--- src/rtl/pcl_pkg.sv ---
// Package for the periodic cell list neighbor search unit.
// Holds sizes, command and status codes, the sequencer states and shared structs.
// No dependencies.
package pcl_pkg;

  localparam int COORD_BITS    = 24;
  localparam int DIST_BITS     = 2 * COORD_BITS;
  localparam int MAX_PARTICLES = 64;
  localparam int PART_BITS     = 6;
  localparam int CNT_BITS      = 7;
  localparam int CELL_SLOTS    = 64;
  localparam int CELL_BITS     = 6;
  localparam int MAX_CELLS     = 4;
  localparam int ITER_STEPS    = COORD_BITS;

  localparam logic [1:0] CMD_INSERT = 2'd0;
  localparam logic [1:0] CMD_OCCUPY = 2'd1;
  localparam logic [1:0] CMD_QUERY  = 2'd2;

  localparam logic [1:0] STAT_OK    = 2'd0;
  localparam logic [1:0] STAT_RANGE = 2'd1;
  localparam logic [1:0] STAT_FULL  = 2'd2;

  localparam logic [1:0] REG_BOX   = 2'd0;
  localparam logic [1:0] REG_CELLS = 2'd1;
  localparam logic [1:0] REG_EDGE  = 2'd2;

  typedef enum logic [4:0] {
    S_IDLE, S_OCC_HEAD, S_OCC_LINK, S_WB_GO, S_WB_WAIT, S_WE_GO, S_WE_WAIT,
    S_CELL, S_INS_WR, S_R2, S_SCAN, S_HEAD, S_PART, S_DM_GO, S_DM_WAIT,
    S_DMUL, S_DACC, S_DCMP, S_SQ_GO, S_SQ_WAIT, S_PUSH, S_NEXTP, S_FLUSH, S_EMIT
  } st_t;

  typedef enum logic {OP_DIV, OP_SQRT} iter_op_t;

  typedef struct packed {
    logic                 start;
    iter_op_t             op;
    logic [DIST_BITS-1:0] opa;
    logic [COORD_BITS:0]  dvs;
  } iter_req_t;

  typedef struct packed {
    logic                  done;
    logic [COORD_BITS-1:0] quo;
    logic [COORD_BITS-1:0] rem;
  } iter_rsp_t;

  typedef struct packed {
    logic [PART_BITS-1:0]  particle;
    logic [CELL_BITS-1:0]  cell_id;
    logic [CNT_BITS-1:0]   occupancy;
    logic [COORD_BITS-1:0] distance;
    logic                  found;
    logic [1:0]            status;
    logic                  last;
  } res_t;

endpackage

--- src/rtl/pcl_iter.sv ---
// Shared iterative unit: restoring divider (quotient and remainder) and
// integer square root, one bit of result per cycle. Depends on pcl_pkg.
module pcl_iter import pcl_pkg::*; (
  input  logic      clk,
  input  logic      rst_n,
  input  iter_req_t req,
  output iter_rsp_t rsp
);

  localparam int W = DIST_BITS + 1;

  logic                 busy_r, busy_nxt;
  logic                 done_r, done_nxt;
  iter_op_t             op_r, op_nxt;
  logic [4:0]           cnt_r, cnt_nxt;
  logic [DIST_BITS-1:0] acc_r, acc_nxt;
  logic [DIST_BITS-1:0] aux_r, aux_nxt;
  logic [DIST_BITS-1:0] bit_r, bit_nxt;
  logic [COORD_BITS:0]  dvs_r, dvs_nxt;
  logic [W-1:0]         pa, pb;
  logic [W:0]           diff;
  logic                 ge;

  always_comb begin
    if (op_r == OP_DIV) begin
      pa = {{(W-COORD_BITS-2){1'b0}}, acc_r[COORD_BITS:0], aux_r[COORD_BITS-1]};
      pb = {{(W-COORD_BITS-1){1'b0}}, dvs_r};
    end else begin
      pa = {1'b0, acc_r};
      pb = {1'b0, aux_r} + {1'b0, bit_r};
    end
    diff = {1'b0, pa} - {1'b0, pb};
    ge   = ~diff[W];
  end

  always_comb begin
    busy_nxt = busy_r;
    done_nxt = 1'b0;
    op_nxt   = op_r;
    cnt_nxt  = cnt_r;
    acc_nxt  = acc_r;
    aux_nxt  = aux_r;
    bit_nxt  = bit_r;
    dvs_nxt  = dvs_r;
    if (req.start) begin
      busy_nxt = 1'b1;
      op_nxt   = req.op;
      cnt_nxt  = '0;
      if (req.op == OP_DIV) begin
        acc_nxt = '0;
        aux_nxt = {{(DIST_BITS-COORD_BITS){1'b0}}, req.opa[COORD_BITS-1:0]};
        dvs_nxt = req.dvs;
      end else begin
        acc_nxt = req.opa;
        aux_nxt = '0;
        bit_nxt = {2'b01, {(DIST_BITS-2){1'b0}}};
      end
    end else if (busy_r) begin
      if (op_r == OP_DIV) begin
        acc_nxt = ge ? {{(DIST_BITS-COORD_BITS-1){1'b0}}, diff[COORD_BITS:0]}
                     : {{(DIST_BITS-COORD_BITS-1){1'b0}}, pa[COORD_BITS:0]};
        aux_nxt = {aux_r[DIST_BITS-2:0], ge};
      end else begin
        if (ge) begin
          acc_nxt = diff[DIST_BITS-1:0];
          aux_nxt = (aux_r >> 1) + bit_r;
        end else begin
          aux_nxt = aux_r >> 1;
        end
        bit_nxt = bit_r >> 2;
      end
      cnt_nxt = cnt_r + 5'd1;
      if (cnt_r == 5'(ITER_STEPS - 1)) begin
        busy_nxt = 1'b0;
        done_nxt = 1'b1;
      end
    end
  end

  always_ff @(posedge clk) begin
    if (!rst_n) begin
      busy_r <= 1'b0;
      done_r <= 1'b0;
    end else begin
      busy_r <= busy_nxt;
      done_r <= done_nxt;
    end
    op_r  <= op_nxt;
    cnt_r <= cnt_nxt;
    acc_r <= acc_nxt;
    aux_r <= aux_nxt;
    bit_r <= bit_nxt;
    dvs_r <= dvs_nxt;
  end

  assign rsp.done = done_r;
  assign rsp.quo  = aux_r[COORD_BITS-1:0];
  assign rsp.rem  = acc_r[COORD_BITS-1:0];

endmodule

--- config.mk ---
export PLATFORM = sky130hd
export DESIGN_NAME = pcl_iter
export DESIGN_NICKNAME = d
export VERILOG_FILES = /design/src/rtl/pcl_pkg.sv /design/src/rtl/pcl_iter.sv
export SDC_FILE = /design/constraint.sdc
export NUM_CORES = 1
export LEC_CHECK = 0
export ABC_AREA = 1
export BUFFER_PORTS_ARGS = -buffer_cell sky130_fd_sc_hd__buf_2
export CAP_MARGIN = 40
export CORE_MARGIN = 2
export CORE_UTILIZATION = 40
export DETAILED_ROUTE_END_ITERATION = 8
export PLACE_DENSITY = 0.66
export SLEW_MARGIN = 25
export SYNTH_ARGS = -nofsm -noshare
export SYNTH_HDL_FRONTEND = slang
export SYNTH_SLANG_ARGS = --single-unit
--- constraint.sdc ---
create_clock -name clk -period 8.06 [get_ports clk]
set_input_delay 0 -clock clk [delete_from_list [all_inputs] [get_ports clk]]
set_output_delay 0 -clock clk [all_outputs]
set_load 0.005 [all_outputs]
==> flow_summary_export.csv <==
group,metric,value,unit
synthesis,synth-seq-area-share,28.5,%
timing,maxSlewViolCount,0,
routing,post-route-drc-count,0,
power_and_ir_drop,power.combinational.fraction,51.9,%
synthesis,synthesis.instances,2438,
setup_path,worst_path_most_repeated_cell,"nand2_1",
die,die_w,203,microns
power_and_ir_drop,swShare,47.6,%
power_and_ir_drop,power.sequential.fraction,28.4,%
setup_path,crit_slowest_cell,"edfxtp_1",
timing,setup_tns,0,ns
die,die_h,203,microns
routing,highest-signal-layer,"met4",
setup_path,timing.critical_path.from_type,"flip-flop",
routing,wirelength_met1,24.8,mm
timing,fin_crit_sh,77.3,%
setup_path,critical-path-max-stage-delay,0.57,ns
final_layout,nNetsFinal,2730,
power_and_ir_drop,ir_worst_vdd,221,uV
job,maxCapViolations,0,
synthesis,post_synth.cell_area_avg,6.50,sq um
timing,grt_setup_unrepaired,"no",
routing,routed_wire_length,56.6,mm
timing,clock.fmax,161,MHz
setup_path,cp.arrival,6.56,ns
timing,tmin_final,6.23,ns
grt,grt_pass1_wl,87.0,mm
setup_path,criticalPathCategory,"flip-flop to flip-flop",
die,initial_utilization,40.8,%
power_and_ir_drop,power_density,241,nW/um^2
setup_path,worst-path-max-fanout,25,
die,rows,72,
routing,wl_met2,26.9,mm
cts,tritoncts,"built",
routing,routed-wl-met3,3.35,mm
grt,grt_remaining_overflow,0,
final_layout,fillers,4099,
cts,h-tree-depth,4,
synthesis,synthesis.yosys.warnings,0,
synthesis,synth-edff-count,146,
routing,dr_total_vias,16600,
routing,dr.pass1.iters,6,
placed_design,globalplace.congestion,0.975,
setup_path,type_of_element_capturing_the_critical_path,"flip-flop",
routing,wl_per_cell,18.4,microns
power_and_ir_drop,clock_power_share,19.7,%
cts,root_buffer,"clkbuf_16",
synthesis,syn-num-nets,2615,
status,outcome,"complete, no violations",
cts,clkLatencyLatePin,0.47,ns
synthesis,yosys_register_bits,153,
power_and_ir_drop,switching_power,2.05,mW
cts,number_of_sinks_driven_by_the_clock_tree,153,
synthesis,leading_register_cell_type_out_of_synthesis,"edfxtp_1",
timing,timing.final.hold_violations,0,
timing,final-setup-viol-count,0,
die,die_ar,41300,sq um
power_and_ir_drop,finalPower,4.32,mW
cts,path_clk_slew,0.08,ns
grt,grt_util_all_layers,27.2,%
setup_path,worstPathRequired,8.39,ns
timing,timing.clock.skew,0.0142,ns
cts,post_cts_resize_count,0,
power_and_ir_drop,cellLeakagePower,8.47,nW
grt,antenna_found_initial,0,
routing,via_per_inst,5.37,
setup_path,r2r.worst_path.cells,29,
power_and_ir_drop,internal_power,2.26,mW
synthesis,synth_area,15900,sq um
final_layout,mostFrequentLayoutCells,"725 x nand2_1, 330 x inv_1, 224 x nor2_1",
placed_design,placement.io_buffers,125,
final_layout,proportion_of_layout_cells_with_a_drive_suffix_above_1,8.03,%
cts,cts_buffer_depth,2,
routing,initialDrtViolationCount,1458,
cts,cts-buffers-inserted,17,
synthesis,number_of_distinct_library_cells_after_synthesis,50,
final_layout,syn2layout_area_growth,13.2,%
timing,worst_slack_on_hold_paths,0.237,ns
die,top_level_ports,126,
die,floorplan.core_area,38900,sq um
grt,grt_start_max_net_pins,68,
final_layout,layout_commonest_cell,"nand2_1",
synthesis,synth-async-reset-ratio,0,%
routing,ant_nets,0,
worst_hold_path,holdCritPathClass,"input port to flip-flop",
grt,first_global_vias,15600,
timing,worst-slew-pin-transition,0.799,ns
timing,max-slew-margin-rel,46.2,%
worst_hold_path,holdPathStages,2,
placed_design,dp_hpwl,43.4,mm
final_layout,n_antenna_cell,0,
## metrics by stage
stage,util (%),instances,setup slack (ns),area (sq um)
finish,46.1,3084,1.83,18000
global placement,42.6,2975,2.12,16600
detailed placement,42.7,2977,1.99,16600
CTS,46.1,3084,1.97,18000
floorplan,-,2438,1.62,15900
global route,46.1,3084,1.29,18000
## metal layers
metal	global-route usage (%)	vias to the layer above
li1	-	8211
met1	35.8	7636
met2	46.4	629
met3	3.27	78
met4	8.52	0
met5	0	-
## power by group through the flow
stage,Combinational [mW],Sequential [mW],Clock [mW]
final,2.24,1.23,0.851
after detailed placement,2.17,1.24,0
after floorplan,1.70,1.15,0
after global placement,2.16,1.24,0
after CTS,2.21,1.23,0.860
after global routing,2.51,1.24,0.887
## final timing paths
kind                                start         to  slack (ns)
worst max-delay path            aux_r[16]  acc_r[18]        1.83
worst min-delay path              req[74]  bit_r[46]        0.24
worst max register to register  aux_r[16]  acc_r[18]        1.83
worst min register to register   cnt_r[0]   cnt_r[0]        0.49
## repair_timing
action	4_1_cts	5_1_grt
buffers inserted	0	0
hold buffers	75	0
endpoints found under the hold margin	100	0
## final cells by class
cell class / instances / area (sq um) / area share (%)
Sequential cell: 153 / 4520 / 25.2
Multi-Input combinational cell: 1829 / 9410 / 52.4
Tap cell: 518 / 648 / 3.61
Inverter: 336 / 1260 / 7.04
Clock inverter: 15 / 155 / 0.864
Timing Repair Buffer: 216 / 1530 / 8.52
Clock buffer: 17 / 425 / 2.37
## flip-flops by register name, summed over array words and instances, names as in the netlist
register  cells
aux_r        48
busy_r        1
acc_r        48
op_r          1
cnt_r         5
dvs_r        25
bit_r        24
done_r        1
## cell usage after synthesis, types with 4 or more instances
cell type / number / share of area (%)
a21o_1: 6 / 0.28
a21oi_1: 184 / 5.8
a22oi_1: 4 / 0.19
a31oi_1: 16 / 0.63
buf_2: 15 / 0.47
buf_4: 50 / 2.4
buf_6: 5 / 0.36
clkbuf_1: 44 / 1.0
dfxtp_1: 7 / 0.88
edfxtp_1: 146 / 28
ha_1: 99 / 7.8
inv_1: 332 / 7.9
mux2i_1: 17 / 1.1
nand2_1: 725 / 17
nand2_2: 5 / 0.20
nand3_1: 140 / 4.4
nand4_1: 44 / 1.7
nor2_1: 225 / 5.3
nor3_1: 23 / 0.73
nor4_1: 5 / 0.20
o211ai_1: 8 / 0.38
o21a_1: 10 / 0.47
o21ai_0: 175 / 5.5
o21ai_1: 13 / 0.41
o21bai_1: 11 / 0.52
o22ai_1: 5 / 0.20
or2_2: 13 / 0.51
xnor2_1: 23 / 1.3
xor2_1: 44 / 2.4
## logic make-up after synthesis
kind of cell,Yosys count,synth area share (%)
mux,17,1.07
buf+inv,456,12.4
fa+ha+maj,100,7.94
xor+xnor,67,3.70
simple gates,1194,31.0
flops,153,28.5
compound gates,451,15.4
## worst max-delay path, delay by kind of cell (launching register included)
kind                     cells  cell delay (ns)
AO/OA/AOI/OAI                7             1.47
adder cells (fa/ha/maj)      2             0.77
buffers and inverters        5             0.90
flip-flops                   1             0.57
AND/OR/NAND/NOR             15             2.34
Note: power is estimated with default switching activity, not from simulation.
